==> config.mk <==
export PLATFORM = sky130hd
export DESIGN_NAME = bfa_cell
export DESIGN_NICKNAME = d
export VERILOG_FILES = /design/src/rtl/core/bfa_pkg.sv /design/src/rtl/core/bfa_cell.sv
export SDC_FILE = /design/constraint.sdc
export NUM_CORES = 1
export LEC_CHECK = 0
export BUFFER_PORTS_ARGS = -buffer_cell sky130_fd_sc_hd__buf_4
export CAP_MARGIN = 20
export CORE_MARGIN = 5
export CORE_UTILIZATION = 41
export CTS_CLUSTER_DIAMETER = 150
export DETAILED_ROUTE_END_ITERATION = 10
export GPL_ROUTABILITY_DRIVEN = 0
export PLACE_DENSITY = 0.8
export SYNTH_ARGS = -nofsm -noshare
export SYNTH_HDL_FRONTEND = slang
export SYNTH_SLANG_ARGS = --single-unit
==> constraint.sdc <==
create_clock -name clk -period 1.9 [get_ports clk]
set_clock_uncertainty 0.05 [all_clocks]
set_input_delay 0.095 -clock clk [delete_from_list [all_inputs] [get_ports clk]]
set_output_delay 0.095 -clock clk [all_outputs]
set_load 0.01 [all_outputs]
==> src/rtl/core/bfa_pkg.sv <==
`default_nettype none
// ----------------------------------------------------------------------------
// Bump and first-fit allocator package
// Shared constants, register indexes and the stack cell operation type.
// ----------------------------------------------------------------------------
package bfa_pkg;

  localparam int FREE_SLOTS_DEF = 64;
  localparam int ADDR_BITS_DEF  = 48;
  localparam int SIZE_W         = 40;
  localparam int CHUNK_W        = 17;
  localparam int HDR_W          = 8;
  localparam int REQ_W          = 32;
  localparam int CFG_IDX_W      = 2;
  localparam int CFG_DATA_W     = 48;

  localparam logic [CFG_IDX_W-1:0] REG_HEAP_BASE  = 2'd0;
  localparam logic [CFG_IDX_W-1:0] REG_HEAP_BYTES = 2'd1;
  localparam logic [CFG_IDX_W-1:0] REG_CHUNK      = 2'd2;
  localparam logic [CFG_IDX_W-1:0] REG_HEADER     = 2'd3;

  typedef enum logic [1:0] {
    OP_HOLD  = 2'd0,
    OP_ROT   = 2'd1,
    OP_PUSH  = 2'd2,
    OP_POP   = 2'd3
  } cell_op_t;

endpackage : bfa_pkg
`default_nettype wire

==> src/rtl/core/bfa_cell.sv <==
`default_nettype none
// ----------------------------------------------------------------------------
// Free store cell
// Holds one extent and passes it to its neighbor on rotate, push and pop.
// ----------------------------------------------------------------------------
module bfa_cell
  import bfa_pkg::*;
#(
  parameter int ADDR_BITS = ADDR_BITS_DEF
) (
  input  wire                 clk,
  input  cell_op_t            op,
  input  wire [ADDR_BITS-1:0] up_addr,
  input  wire [SIZE_W-1:0]    up_bytes,
  input  wire [ADDR_BITS-1:0] dn_addr,
  input  wire [SIZE_W-1:0]    dn_bytes,
  output logic [ADDR_BITS-1:0] addr_r,
  output logic [SIZE_W-1:0]    bytes_r
);

  always_ff @(posedge clk) begin
    unique case (op)
      OP_HOLD: begin
      end
      OP_ROT, OP_POP: begin
        addr_r  <= up_addr;
        bytes_r <= up_bytes;
      end
      OP_PUSH: begin
        addr_r  <= dn_addr;
        bytes_r <= dn_bytes;
      end
      default: begin
      end
    endcase
  end

endmodule : bfa_cell
`default_nettype wire

==> flow_summary_export.csv, run 1 <==
group,metric,value,unit
place,io_buffers,266,
logic_synthesis,yosysTopAreaCell,"edfxtp_1",
place,placed_area,5930,sq um
floorplan,rows,35,
logic_synthesis,syn_nets,367,
logic_synthesis,synth.avg_cell_area,20.2,sq um
clock_tree,max-clock-path-buffers,2,
logic_synthesis,synthCells,188,
status,haltStage,"clock tree synthesis",
clock_tree,htreeDepth,3,
status,tool.error,"[ERROR RSZ-0060] Max buffer count reached.",
clock_tree,post_cts_buffers,0,
logic_synthesis,synthXorXnorAreaFrac,0,%
logic_synthesis,syn_area,3800,sq um
floorplan,die_y,106,microns
logic_synthesis,ys_warn_count,0,
logic_synthesis,synth_mux_area_share,28.0,%
logic_synthesis,synth.top_cell.area_share,69.5,%
clock_tree,post_cts_resized,0,
logic_synthesis,synth_seq_area_share,69.5,%
floorplan,initial_core_util,41.6,%
clock_tree,cts.sinks,88,
logic_synthesis,synth_top_family_by_area,"multiplexers",
logic_synthesis,synthAdderAreaFrac,0,%
logic_synthesis,synth_compound_area_share,0,%
floorplan,die_w,106,microns
logic_synthesis,yosys.cell_types.count,7,
floorplan,ios,267,
status,status,"did not finish",
logic_synthesis,ys_ff_latch,88,
logic_synthesis,yosys.area_share.simple,0.526,%
place,dp_slack,517,ps
clock_tree,numCtsBuffers,9,
logic_synthesis,synthTopCellsByArea,"edfxtp_1, mux2_2, mux2_4, buf_6, buf_2",
clock_tree,cts_hold_buffers,116,
clock_tree,root_buffer,"clkbuf_8",
-- logic make-up after synthesis --
| group | count (synthesis) |
|---|---|
| DFF | 88 |
| muxes | 88 |
| buffers and inverters | 10 |
| and+or+nand+nor | 2 |
-- cells in the mapped netlist, drive strengths merged --
library cell and number:
nor2b 1, mux2 88, edfxtp 88, or2 1, buf 10
-- stage by stage --
step           instances  hold slack [ps]
2_1_floorplan        188              262
3_3_place_gp         558              346
3_5_place_dp         558              349
==> run 2, diff against run 1 <==
--- a/config.mk
+++ b/config.mk
@@ -8,11 +8,10 @@
 export BUFFER_PORTS_ARGS = -buffer_cell sky130_fd_sc_hd__buf_4
 export CAP_MARGIN = 20
 export CORE_MARGIN = 5
-export CORE_UTILIZATION = 41
-export CTS_CLUSTER_DIAMETER = 150
+export CORE_UTILIZATION = 26
 export DETAILED_ROUTE_END_ITERATION = 10
 export GPL_ROUTABILITY_DRIVEN = 0
-export PLACE_DENSITY = 0.8
+export PLACE_DENSITY_LB_ADDON = 0.15
 export SYNTH_ARGS = -nofsm -noshare
 export SYNTH_HDL_FRONTEND = slang
 export SYNTH_SLANG_ARGS = --single-unit
==> run 2 against run 1 <==
Compared with the run above: synthesized area is the same; synthesized cell count is the same; the flow now finishes without violations.
==> flow_summary_export.csv, run 2 <==
group,metric,value,unit
status,status,"finished, final reports clean",
run,drv_cap,0,
layout,largest_register_ffs,48,
clock_tree,cts_tree,"done",
logic_synthesis,synth.top_cell.area_share,69.5,%
timing,max_freq,629,MHz
logic_synthesis,synth_edf_count,88,
critical_path,end_kind,"register",
logic_synthesis,ys_ff_latch,88,
floorplan,coreArea,14400,sq um
logic_synthesis,synth_common_cells,"edfxtp_1, mux2_2, mux2_4",
critical_path,cp.buffers_inverters,3,
clock_tree,htreeDepth,3,
grt,antenna_found_initial,0,
drt,first_pass_iters,4,
clock_tree,clk_pin_slew,70,ps
floorplan,die_w,131,microns
layout,final_cell_mix,"buf_4, dlygate4sd3_1, edfxtp_1, mux2_2, mux2_4",
timing,setup_viol,0,
drt,vias_per_cell,4.15,
grt,grt_first_pass_wirelength,16000,microns
timing,hold_viol,0,
power_and_ir_drop,leakage,0.00324,uW
logic_synthesis,yosys.cell_types.count,7,
timing,final_max_slew_viol_count,0,
timing,finalCritPeriodShare,83.7,%
logic_synthesis,syn_area,3800,sq um
grt,grt_max_degree,47,
critical_path,cp-start-kind,"input pin",
critical_path,critPathKind,"input pin to register",
timing,setup-tns-final,0,ps
timing,maxSlewHeadroom,80.6,%
drt,drt.antenna.violating_nets,0,
clock_tree,cts_hold_buffers,105,
place,io_buffers,266,
layout,diodes,0,
layout,reg.largest.list,"addr_r x48, bytes_r x40",
logic_synthesis,synthCells,188,
logic_synthesis,ys_warn_count,0,
floorplan,initial_core_util,26.4,%
min_path,whs_path_depth,2,
floorplan,rows,44,
critical_path,arrival,1630,ps
clock_tree,cts.sinks,88,
logic_synthesis,yosysMostFrequentCell,"edfxtp_1",
clock_tree,max-clock-path-buffers,2,
critical_path,critPathMaxStageDelay,560,ps
logic_synthesis,yosysTopAreaCell,"edfxtp_1",
floorplan,die_y,131,microns
logic_synthesis,ys.flop_type,"edfxtp_1",
critical_path,crit_family,"buffers and inverters",
layout,final_nets,751,
logic_synthesis,synthTopCellsByArea,"edfxtp_1, mux2_2, mux2_4, buf_6, buf_2",
critical_path,path_cells,"buf_4 > nor2b_4 > buf_12 > mux2_2 > dlygate4sd3_1",
critical_path,cp_slowest_cell,"dlygate4sd3_1",
critical_path,required,1940,ps
logic_synthesis,syn_nets,367,
min_path,hold_path_class,"input pin to register",
clock_tree,post_cts_resized,0,
timing,worst_pin_slew,291,ps
logic_synthesis,synth.avg_cell_area,20.2,sq um
drt,dr_total_vias,3158,
logic_synthesis,synthArstFlopShare,0,%
power_and_ir_drop,total_power,5430,uW
layout,area_growth,96.1,%
clock_tree,root_buffer,"clkbuf_16",
drt,drt-initial-drc-count,90,
critical_path,cp.depth,5,
clock_tree,numCtsBuffers,9,
min_path,min_from,"dn_bytes[3]",
timing,min_period,1590,ps
critical_path,crit_path_max_fanout,43,
layout,drive_gt1_share,64.6,%
drt,drt-total-wl,11500,microns
timing,fin_hold_ws,16.0,ps
layout,final_common_cell,"buf_4",
timing,rsz0062_at_grt,"false",
grt,overflow,0,
layout,regMostFlops,"addr_r",
floorplan,die-area,17100,sq um
grt,grt_pass1_vias,3236,
grt,grt_use_total,12.5,%
critical_path,critical_path.startpoint,"op[0]",
power_and_ir_drop,peakVddDrop,0.443,mV
drt,routedWlPerCell,15.1,microns
clock_tree,post_cts_buffers,0,
floorplan,ios,267,
logic_synthesis,synth_seq_area_share,69.5,%
drt,route.detailed.drc,0,
power_and_ir_drop,power_density,728,nW/um^2
[run 2: cell counts after synthesis]
Identical to the previous run, type by type.
[run 2: power by group]
group | switching (uW) | internal (uW) | total, uW
combinational | 409 | 825 | 1230
sequential | 59.5 | 2380 | 2440
clock | 737 | 1010 | 1750
[run 2: worst paths after layout]
path | slack, ps | end
max | 310 | bytes_r[39]
min | 20 | bytes_r[3]
[run 2: logic make-up (layout without fill, tap and decap cells)]
| logic type | after synthesis | after routing | share of synthesized area, % |
|---|---|---|---|
| buffers and inverters | 10 | 399 | 1.97 |
| AND/OR/NAND/NOR | 2 | 2 | 0.526 |
| multiplexers | 88 | 88 | 28.0 |
| flip-flops | 88 | 88 | 69.5 |
[run 2: per-layer routing]
layer  vias to the layer above  track usage, %  part of all wire [%]
met5                         -               0                     0
met1                      1469            12.0                    33
met3                        18            6.34                    13
li1                       1506               -                     -
met2                       165            22.2                    52
met4                         0            5.75                   2.3
[run 2: cell type report]
type                    count  area [sq um]
multi-input cells          90          1090
well taps                 184           230
fillers                  1255          6970
repair buffers            383          3210
clock inverters             6          58.8
clock buffers              10           229
flip-flops and latches     88          2640
[run 2: per-stage QoR]
stage | setup slack, ps | cell area [sq um] | instances | util [%]
after floorplan | 236 | 3800 | 188 | -
after global placement | 527 | 6040 | 632 | 41.9
after detailed placement | 497 | 6040 | 632 | 41.9
after CTS | 332 | 7380 | 753 | 51.1
after global routing | 273 | 7460 | 761 | 51.7
final | 310 | 7460 | 761 | 51.7
(Power assumes the default switching activity.)
==> run 3, diff against run 2 <==
==> constraint.sdc (replaced) <==
create_clock -name clk -period 1.6 [get_ports clk]
set_clock_uncertainty 0.05 [all_clocks]
set_input_delay 0.08 -clock clk [delete_from_list [all_inputs] [get_ports clk]]
set_output_delay 0.08 -clock clk [all_outputs]
set_load 0.01 [all_outputs]
==> run 3 against run 2 <==
Compared with the run above: the run now fails in clock tree synthesis; synthesized cell count is the same; synthesized area unchanged.
==> flow_summary_export.csv, run 3 <==
group,metric,value,unit
clock_tree,cts.sinks,88,
logic_synthesis,ys_warn_count,0,
place,io_buffers,266,
place,dp.cells,633,
status,haltStage,"clock tree synthesis",
logic_synthesis,synthArstFlopShare,0,%
logic_synthesis,ys_ff_latch,88,
logic_synthesis,synth.avg_cell_area,20.2,sq um
floorplan,ios,267,
status,status,"did not finish",
logic_synthesis,yosys.cell_types.count,7,
clock_tree,numCtsBuffers,9,
logic_synthesis,syn_area,3800,sq um
clock_tree,max-clock-path-buffers,2,
clock_tree,cts_hold_buffers,130,
clock_tree,post_cts_resized,0,
logic_synthesis,synthTopCellsByArea,"edfxtp_1, mux2_2, mux2_4, buf_6, buf_2",
floorplan,die_w,131,microns
clock_tree,htreeDepth,3,
logic_synthesis,synth.top_cell.area_share,69.5,%
status,tool.error,"[ERROR RSZ-0060] Max buffer count reached.",
logic_synthesis,yosysTopAreaCell,"edfxtp_1",
place,dp_hpwl,8580,microns
logic_synthesis,synth_common_cells,"edfxtp_1, mux2_2, mux2_4",
logic_synthesis,yosysMostFrequentCell,"edfxtp_1",
logic_synthesis,synth_edf_count,88,
clock_tree,root_buffer,"clkbuf_16",
floorplan,die_y,131,microns
logic_synthesis,syn_nets,367,
logic_synthesis,synth_seq_area_share,69.5,%
floorplan,initial_core_util,26.4,%
floorplan,rows,44,
logic_synthesis,synthCells,188,
logic_synthesis,ys.flop_type,"edfxtp_1",
clock_tree,post_cts_buffers,0,
run 3: cell counts after synthesis:
Identical to the previous run, type by type.
run 3: cell families after synthesis:
group	after synthesis	share of synthesized area, %
DFF	88	69.5
buffers and inverters	10	1.97
and+or+nand+nor	2	0.526
muxes	88	28.0
run 3: per-stage QoR:
stage	setup WS, ps	hold WS (ps)	cell area [sq um]
3_3_place_gp	231	331	6050
3_5_place_dp	216	333	6050
2_1_floorplan	392	247	3810
