**config.mk**
```make
export PLATFORM = sky130hd
export DESIGN_NAME = bfa_round
export DESIGN_NICKNAME = d
export VERILOG_FILES = /design/src/rtl/core/bfa_pkg.sv /design/src/rtl/core/bfa_round.sv
export SDC_FILE = /design/constraint.sdc
export NUM_CORES = 1
export LEC_CHECK = 0
export ABC_AREA = 1
export ABC_CLOCK_PERIOD_IN_PS = 7000
export BUFFER_PORTS_ARGS = -buffer_cell sky130_fd_sc_hd__buf_2
export CELL_PAD_IN_SITES_DETAIL_PLACEMENT = 1
export CELL_PAD_IN_SITES_GLOBAL_PLACEMENT = 2
export CORE_MARGIN = 10
export CORE_UTILIZATION = 38
export CTS_CLUSTER_SIZE = 12
export DETAILED_ROUTE_END_ITERATION = 10
export GPL_ROUTABILITY_DRIVEN = 0
export PLACE_DENSITY = 0.9
export SKIP_LAST_GASP = 1
export SLEW_MARGIN = 20
export SYNTH_ARGS = -nofsm -noshare
export SYNTH_HDL_FRONTEND = slang
export SYNTH_SLANG_ARGS = --single-unit
```
**constraint.sdc**
```tcl
create_clock -name clk -period 7 [get_ports clk]
set_input_delay 0 -clock clk [delete_from_list [all_inputs] [get_ports clk]]
set_output_delay 0 -clock clk [all_outputs]
set_load 0.01 [all_outputs]
```
**src/rtl/core/bfa_pkg.sv**
```systemverilog
`default_nettype none
// ----------------------------------------------------------------------------
// Bump and first-fit allocator package
// Shared constants, register indexes and the stack cell operation type.
// ----------------------------------------------------------------------------
package bfa_pkg;

  localparam int FREE_SLOTS_DEF = 64;
  localparam int ADDR_BITS_DEF  = 48;
  localparam int SIZE_W         = 40;
  localparam int CHUNK_W        = 17;
  localparam int HDR_W          = 8;
  localparam int REQ_W          = 32;
  localparam int CFG_IDX_W      = 2;
  localparam int CFG_DATA_W     = 48;

  localparam logic [CFG_IDX_W-1:0] REG_HEAP_BASE  = 2'd0;
  localparam logic [CFG_IDX_W-1:0] REG_HEAP_BYTES = 2'd1;
  localparam logic [CFG_IDX_W-1:0] REG_CHUNK      = 2'd2;
  localparam logic [CFG_IDX_W-1:0] REG_HEADER     = 2'd3;

  typedef enum logic [1:0] {
    OP_HOLD  = 2'd0,
    OP_ROT   = 2'd1,
    OP_PUSH  = 2'd2,
    OP_POP   = 2'd3
  } cell_op_t;

endpackage : bfa_pkg
`default_nettype wire

```
**src/rtl/core/bfa_round.sv**
```systemverilog
`default_nettype none
// ----------------------------------------------------------------------------
// Chunk rounding unit
// Rounds a size up to a multiple of the chunk by restoring division.
// ----------------------------------------------------------------------------
module bfa_round
  import bfa_pkg::*;
(
  input  wire                 clk,
  input  wire                 rst_n,
  input  wire                 go,
  input  wire [REQ_W:0]       n,
  input  wire [CHUNK_W-1:0]   g,
  output logic                done_r,
  output logic [SIZE_W-1:0]   sz_r
);

  localparam int NW = REQ_W + 1;
  localparam int CW = $clog2(NW + 1);

  logic [NW-1:0]    n_r;
  logic [NW-1:0]    q_r;
  logic [CHUNK_W:0] rem_r;
  logic [CHUNK_W-1:0] g_r;
  logic [CW-1:0]    cnt_r;
  logic             run_r;
  logic [CHUNK_W:0] sh;

  assign sh = {rem_r[CHUNK_W-1:0], q_r[NW-1]};

  always_ff @(posedge clk) begin
    if (!rst_n) begin
      run_r  <= 1'b0;
      done_r <= 1'b0;
    end else begin
      done_r <= 1'b0;
      if (go) begin
        run_r <= 1'b1;
        cnt_r <= CW'(NW);
        q_r   <= n;
        n_r   <= n;
        rem_r <= '0;
        g_r   <= (g == '0) ? CHUNK_W'(1) : g;
      end else if (run_r) begin
        if (cnt_r == '0) begin
          run_r  <= 1'b0;
          done_r <= 1'b1;
          sz_r   <= (rem_r == '0) ? SIZE_W'(n_r)
                  : SIZE_W'(n_r) + SIZE_W'(g_r) - SIZE_W'(rem_r);
        end else begin
          cnt_r <= cnt_r - 1'b1;
          if (sh >= {1'b0, g_r}) begin
            rem_r <= sh - {1'b0, g_r};
            q_r   <= {q_r[NW-2:0], 1'b1};
          end else begin
            rem_r <= sh;
            q_r   <= {q_r[NW-2:0], 1'b0};
          end
        end
      end
    end
  end

endmodule : bfa_round
`default_nettype wire
```
# [Yosys cells after proc, flatten, opt, wreduce, memory -nomap -nowiden]
# Cells that the tools add are included.
[word_totals] input_bits=53 ff_bits=144 output_inout_bits=41 wordCells=40
[op_classes] bitwise_logic=3 n_mux=14 reduce_logical=8 order_cmp=1 n_addsub=4 eq_ne=1
[ops] operator="$mux W33" n=4
[ops] operator="$mux W18" n=3
[ops] operator="$sub A34 B18 Y35" n=1
[ops] operator="$add A33 B17 Y34" n=1
[ops] operator="$ge A18 B17 Y1" n=1
[ops] operator="$logic_not A18 Y1" n=1
[ops] operator="$sub A18 B17 Y18" n=1
[ops] operator="$logic_not A17 Y1" n=1
[ops] operator="$mux W6" n=2
[ops] operator="$logic_not A6 Y1" n=1
[ops] operator="$sub A6 B1 Y6 const B" n=1
[ops] operator="$mux W1" n=5
[ops] operator="$reduce_and A4 Y1" n=1
[ops] operator="$not A1 Y1" n=3
[ops] operator="$reduce_and A3 Y1" n=1
[ops] operator="$reduce_or A3 Y1" n=1
[ops] operator="$ne A2 B2 Y1 const B" n=1
[ops] operator="$reduce_and A2 Y1" n=1
[ops] operator="$reduce_bool A2 Y1" n=1

# [Longest topological paths before layout]
[logic_depth] depth_word=5 mapped_depth=18 mapped_depth_nobuf=18

# [Least setup slack after synthesis]
# No wires, ideal clock.
[synth_path] kind="register -> register" startpoint="register cnt_r[0]" endpoint="register sz_r[0] (enable)" n_path_buf=0 setup_ns=0.427 required_ns=6.573 arrival_ns=2.222 path_slack_ns=4.351 synth_period_minus_slack_ns=2.649 path_stages_with_launch=5 cell_sequence="edfxtp_1 inv_1 ha_1 nand4_1 nor2_1"
[synth_via] elab_chain_cells=2
[synth_lines] element="start: declaration" line="bfa_round.sv:25" rtl="logic [CW-1:0] cnt_r;"
[synth_lines] element="start signal: assignment" line="bfa_round.sv:39" rtl="cnt_r <= CW'(NW);"
[synth_lines] element="start signal: assignment" line="bfa_round.sv:51" rtl="cnt_r <= cnt_r - 1'b1;"
[synth_lines] element="$logic_not A6 Y1" line="bfa_round.sv:45" rtl="if (cnt_r == '0) begin"
[synth_lines] element="$reduce_and A4 Y1 (no line)"
[synth_lines] element="end signal: assignment" line="bfa_round.sv:48" rtl="sz_r <= (rem_r == '0) ? SIZE_W'(n_r)"
[synth_lines] element="end: declaration" line="bfa_round.sv:15" rtl="output logic [SIZE_W-1:0] sz_r"
# Every way passes these cells.
# A chain may end at the register's enable or synchronous reset.

# [Worst setup path after layout]
[layout_path] startpoint="register rem_r[3]" endpoint="register sz_r[14], data pin"
[layout_via] elab_chain_cells=2 word_cells_on_any_way=3 classes_between="add/sub (1); mux (1); reduce/logical (1)"
[layout_lines] element="start: declaration" line="bfa_round.sv:23" rtl="logic [CHUNK_W:0] rem_r;"
[layout_lines] element="start signal: assignment" line="bfa_round.sv:53" rtl="rem_r <= sh - {1'b0, g_r};"
[layout_lines] element="start signal: assignment" line="bfa_round.sv:56" rtl="rem_r <= sh;"
[layout_lines] element="$sub A34 B18 Y35 / $logic_not A18 Y1 (equally long branches)" line="bfa_round.sv:49, bfa_round.sv:48"
[layout_lines] element="$mux W33 *" line="bfa_round.sv:48"
# Mark *: on every way between the ends. The rest lies on a longest branch, timed or not.

==> PnR_summary.wiki <==
{| class="wikitable"
! Metric !! Value
|-
| Hold depth || 3
|-
| Pwr Density || roughly 270 nW/um^2
|-
| Clock buffers created by TritonCTS || 17
|-
| Violation count after the first detailed-route iteration || around 440
|-
| Crit path arrival time || about 3300 ps
|-
| Clock tree from TritonCTS || built
|-
| Cell count of the worst reg-to-reg path || 14
|-
| Critical path class || flop to flop
|-
| Overall Global Routing Usage || 20.09%
|-
| I/O Pins || 94
|-
| CP Cell Sequence || fa_1 > inv_1 > ha_1 > nand2_1 > nand2_1 > inv_1 > nand2_1 > nand2_1 > nand2_1 > nand2_1 > nand2_1 > or2_2 > nand3_1 > o21ai_0
|-
| Max-slew violation count || 0
|-
| Slack of the worst reg-to-reg path || approximately 3800 ps
|-
| Clock slew at reported path FFs || 80 ps
|-
| Most frequent standard cell in the layout excluding fill and tap cells || sky130_fd_sc_hd__nand2_1
|-
| Number of register bits inferred by synthesis || between 100 and 150
|-
| Syn Nets || about 1400
|-
| M1 wire length || around 15000 um
|-
| Yosys Warn Count || 0
|-
| First-pass iteration count of the detailed router || 4
|-
| Final hold violation count || 0
|-
| Relative area change from synthesis to final layout || 18.84%
|-
| Headroom to the max-slew limit || about 36%
|-
| Overall via count from detail_route || 8729
|-
| Final clock period utilization by the worst path || 45.94%
|-
| Worst Path Max Fanout || 5
|-
| Post-route antenna net violation count || 0
|-
| Hold EP || cnt_r[1]
|-
| Area after DPL || roughly 11000 um^2
|-
| Lkg Pwr || slightly below 6 nW
|-
| Largest stage delay on the critical path || roughly 560 ps
|-
| Initial core utilization || just under 40%
|-
| Worst setup path startpoint || rem_r[3]
|-
| Number of distinct standard cells referenced by the synthesized netlist || 39
|-
| Top achievable clock speed || 0.3109 GHz
|-
| Global-route wire length before repair || between 50000 and 60000 um
|-
| Total half-perimeter wirelength after legalization and detailed placement || 24300 um
|-
| Cell repeated most along the worst path || sky130_fd_sc_hd__nand2_1
|-
| Unrepaired setup endpoints after global routing || false
|-
| Final core area utilization || around 46%
|-
| Clock Latency Late Sink || around 450 ps
|-
| Clk Tree Root Cell || sky130_fd_sc_hd__clkbuf_16
|-
| Result of the run || finished clean
|-
| Setup TNS || 0 ps
|-
| Routed length per instance || ~19 um
|-
| Reg-to-reg endpoint || sz_r[14]
|-
| Remaining global-route overflow || 0
|-
| Share of async-settable or async-resettable flops after synthesis || 0%
|-
| Launch point of the worst reg-to-reg path || rem_r[3]
|-
| Final standard cell area without fillers || 11830 um^2
|-
| Critical path required time || between 7000 and 8000 ps
|-
| Horiz. Die Dim || 181.9 um
|-
| Clock tree sinks || 144
|-
| Pin count of the biggest net entering global routing || 58
|-
| Setup violators final || 0
|-
| Commonest register cell after synthesis || sky130_fd_sc_hd__edfxtp_1
|-
| Start point of the worst min-delay path || go
|-
| Seq/Total Area, Yosys || a little over two fifths
|-
| WL final || approximately 33000 um
|-
| Worst setup SP type || flop
|-
| Highest-count cells in the layout ignoring fill and taps || sky130_fd_sc_hd__nand2_1 (506), sky130_fd_sc_hd__inv_1 (235), sky130_fd_sc_hd__edfxtp_1 (142)
|-
| Number of nets at the end of the flow || approximately 1600
|-
| Y dimension of the die || 181.9 um
|-
| Capturing element type of the critical path || flop
|-
| Slew @ Worst Pin || roughly 960 ps
|-
| DR top layer || met4
|-
| Worst min-delay path class || primary input to flop
|-
| Share of post-route cells with drive strength above 1 || between 10% and 20%
|-
| Via-to-Cell Ratio || 4.901
|-
| Number of rows created at floorplan || 59
|-
| Peak supply drop || around 160 uV
|-
| Initial antenna violation count || 1
|-
| Syn Area/Cell || between 7 and 8 um^2
|-
| Worst setup skew after layout || around 13 ps
|-
| Number of I/O port buffers || between 90 and 100
|-
| Area of the mapped netlist || ~10000 um^2
|-
| Standard cell core area || 25910 um^2
|-
| Number of global-route vias before repair || ~9300
|-
| Met3 wirelength from detailed routing || about 1100 um
|-
| Number of remaining DRC errors || 0
|-
| Amount of wire on met2 after detailed routing || around 16000 um
|-
| H-tree lvl count || 4
|-
| Area of the die || between 30000 and 40000 um^2
|-
| Count of flip-flops with a built-in enable after synthesis || approximately 140
|-
| Count of cells resized by post-cts repair || 0
|-
| CTS max path bufs || 2
|-
| Mapped Cells || around 1300
|-
| Worst path slowest cell || sky130_fd_sc_hd__fa_1
|-
| Max-cap viol count || 0
|-
| Final critical delay including setup and external delays || between 3000 and 4000 ps
|}
[through the flow]
stage          hold WS (ps)  power, W  cells  setup slack, ps
2_1_floorplan         98.87  0.001857   1302             4351
5_1_grt               215.4  0.003351   1781             3623
3_5_place_dp          196.1  0.002168   1697             3846
4_1_cts               193.1  0.003139   1780             3829
3_3_place_gp          194.2  0.002143   1697             3914
6_report              185.4  0.003149   1781             3784
[where the power goes]
part | internal (W) | total (W) | switching (W) | leakage (nW)
Sequential | 0.00105 | 0.00110 | 0.0000500 | 1.36
Clock | 0.000486 | 0.000961 | 0.000474 | 0.294
Combinational | 0.000374 | 0.00109 | 0.000711 | 4.31
Total | 0.00191 | 0.00315 | 0.00124 | 5.96
[registers in the layout, indices dropped and copies added (netlist names)]
signal  flops
cnt_r       6
done_r      1
g_r        17
n_r        33
q_r        33
rem_r      18
run_r       1
sz_r       35
[what timing repair did]
item	in CTS	in global routing
hold buffers	51	0
buffers inserted	0	0
endpoints found under the hold margin	85	0
[metal layers]
metal | up-vias | GRT usage [%]
met4 | 0 | 6.281
met3 | 43 | 2.942
met1 | 4175 | 25.72
li1 | 4329 | -
met2 | 182 | 34.09
met5 | - | 0
[worst max-delay path: cells and delay by family, from the launching register on]
| family | cells | cell delay, ps |
|---|---|---|
| buf+inv | 2 | 100 |
| fa+ha+maj | 2 | 910 |
| simple gates | 9 | 1090 |
| compound gates | 1 | 230 |
| flops | 1 | 540 |
[how the worst max path moves through the flow]
stage,to,slack [ps],cells after the start
global route,sz_r[14],3620,14
floorplan,sz_r[0],4350,4
CTS,sz_r[14],3830,14
finish,sz_r[14],3780,14
detailed placement,sz_r[14],3850,14
global placement,sz_r[14],3910,14
[synthesized netlist by cell type, types with 3 or more instances]
cell                       number  area [um^2]
sky130_fd_sc_hd__nor2_4         3        33.78
sky130_fd_sc_hd__xnor2_1        8        70.07
sky130_fd_sc_hd__inv_2          3        11.26
sky130_fd_sc_hd__o21bai_1       3        22.52
sky130_fd_sc_hd__clkbuf_1      24        90.09
sky130_fd_sc_hd__nor4_1         6        37.54
sky130_fd_sc_hd__or2_2          7        43.79
sky130_fd_sc_hd__nand2_1      507         1903
sky130_fd_sc_hd__nor3_1         5        25.02
sky130_fd_sc_hd__buf_2          8        40.04
sky130_fd_sc_hd__xor2_1         7        61.31
sky130_fd_sc_hd__ha_1          55        688.2
sky130_fd_sc_hd__fa_1          18        360.4
sky130_fd_sc_hd__edfxtp_1     142         4264
sky130_fd_sc_hd__inv_1        236        885.9
sky130_fd_sc_hd__nand4_1        8        50.05
sky130_fd_sc_hd__buf_4          5        37.54
sky130_fd_sc_hd__nor2_1        80        300.3
sky130_fd_sc_hd__a21oi_1       43        215.2
sky130_fd_sc_hd__nand3b_1      15        112.6
sky130_fd_sc_hd__o21ai_0       28        140.1
sky130_fd_sc_hd__nand3_1       67        335.3
[cells by family after synthesis]
| logic type | synth area share [%] |
|---|---|
| AND/OR/NAND/NOR | 29.72 |
| buffers and inverters | 11.00 |
| flip-flops | 43.23 |
| AO/OA/AOI/OAI | 4.198 |
| adder cells (fa/ha/maj) | 10.53 |
| XOR/XNOR | 1.320 |
[area by class of cell]
cell class | count | area [um^2]
fill | 3201 | 14080
multi-input combinational | 879 | 4567
sequential | 144 | 4304
timing repair buffer | 150 | 1021
inverter | 240 | 902.1
clock buffer | 17 | 425.4
tap | 335 | 419.2
clock inverter | 15 | 190.2
antenna | 1 | 2.502
(Power assumes the default switching activity.)
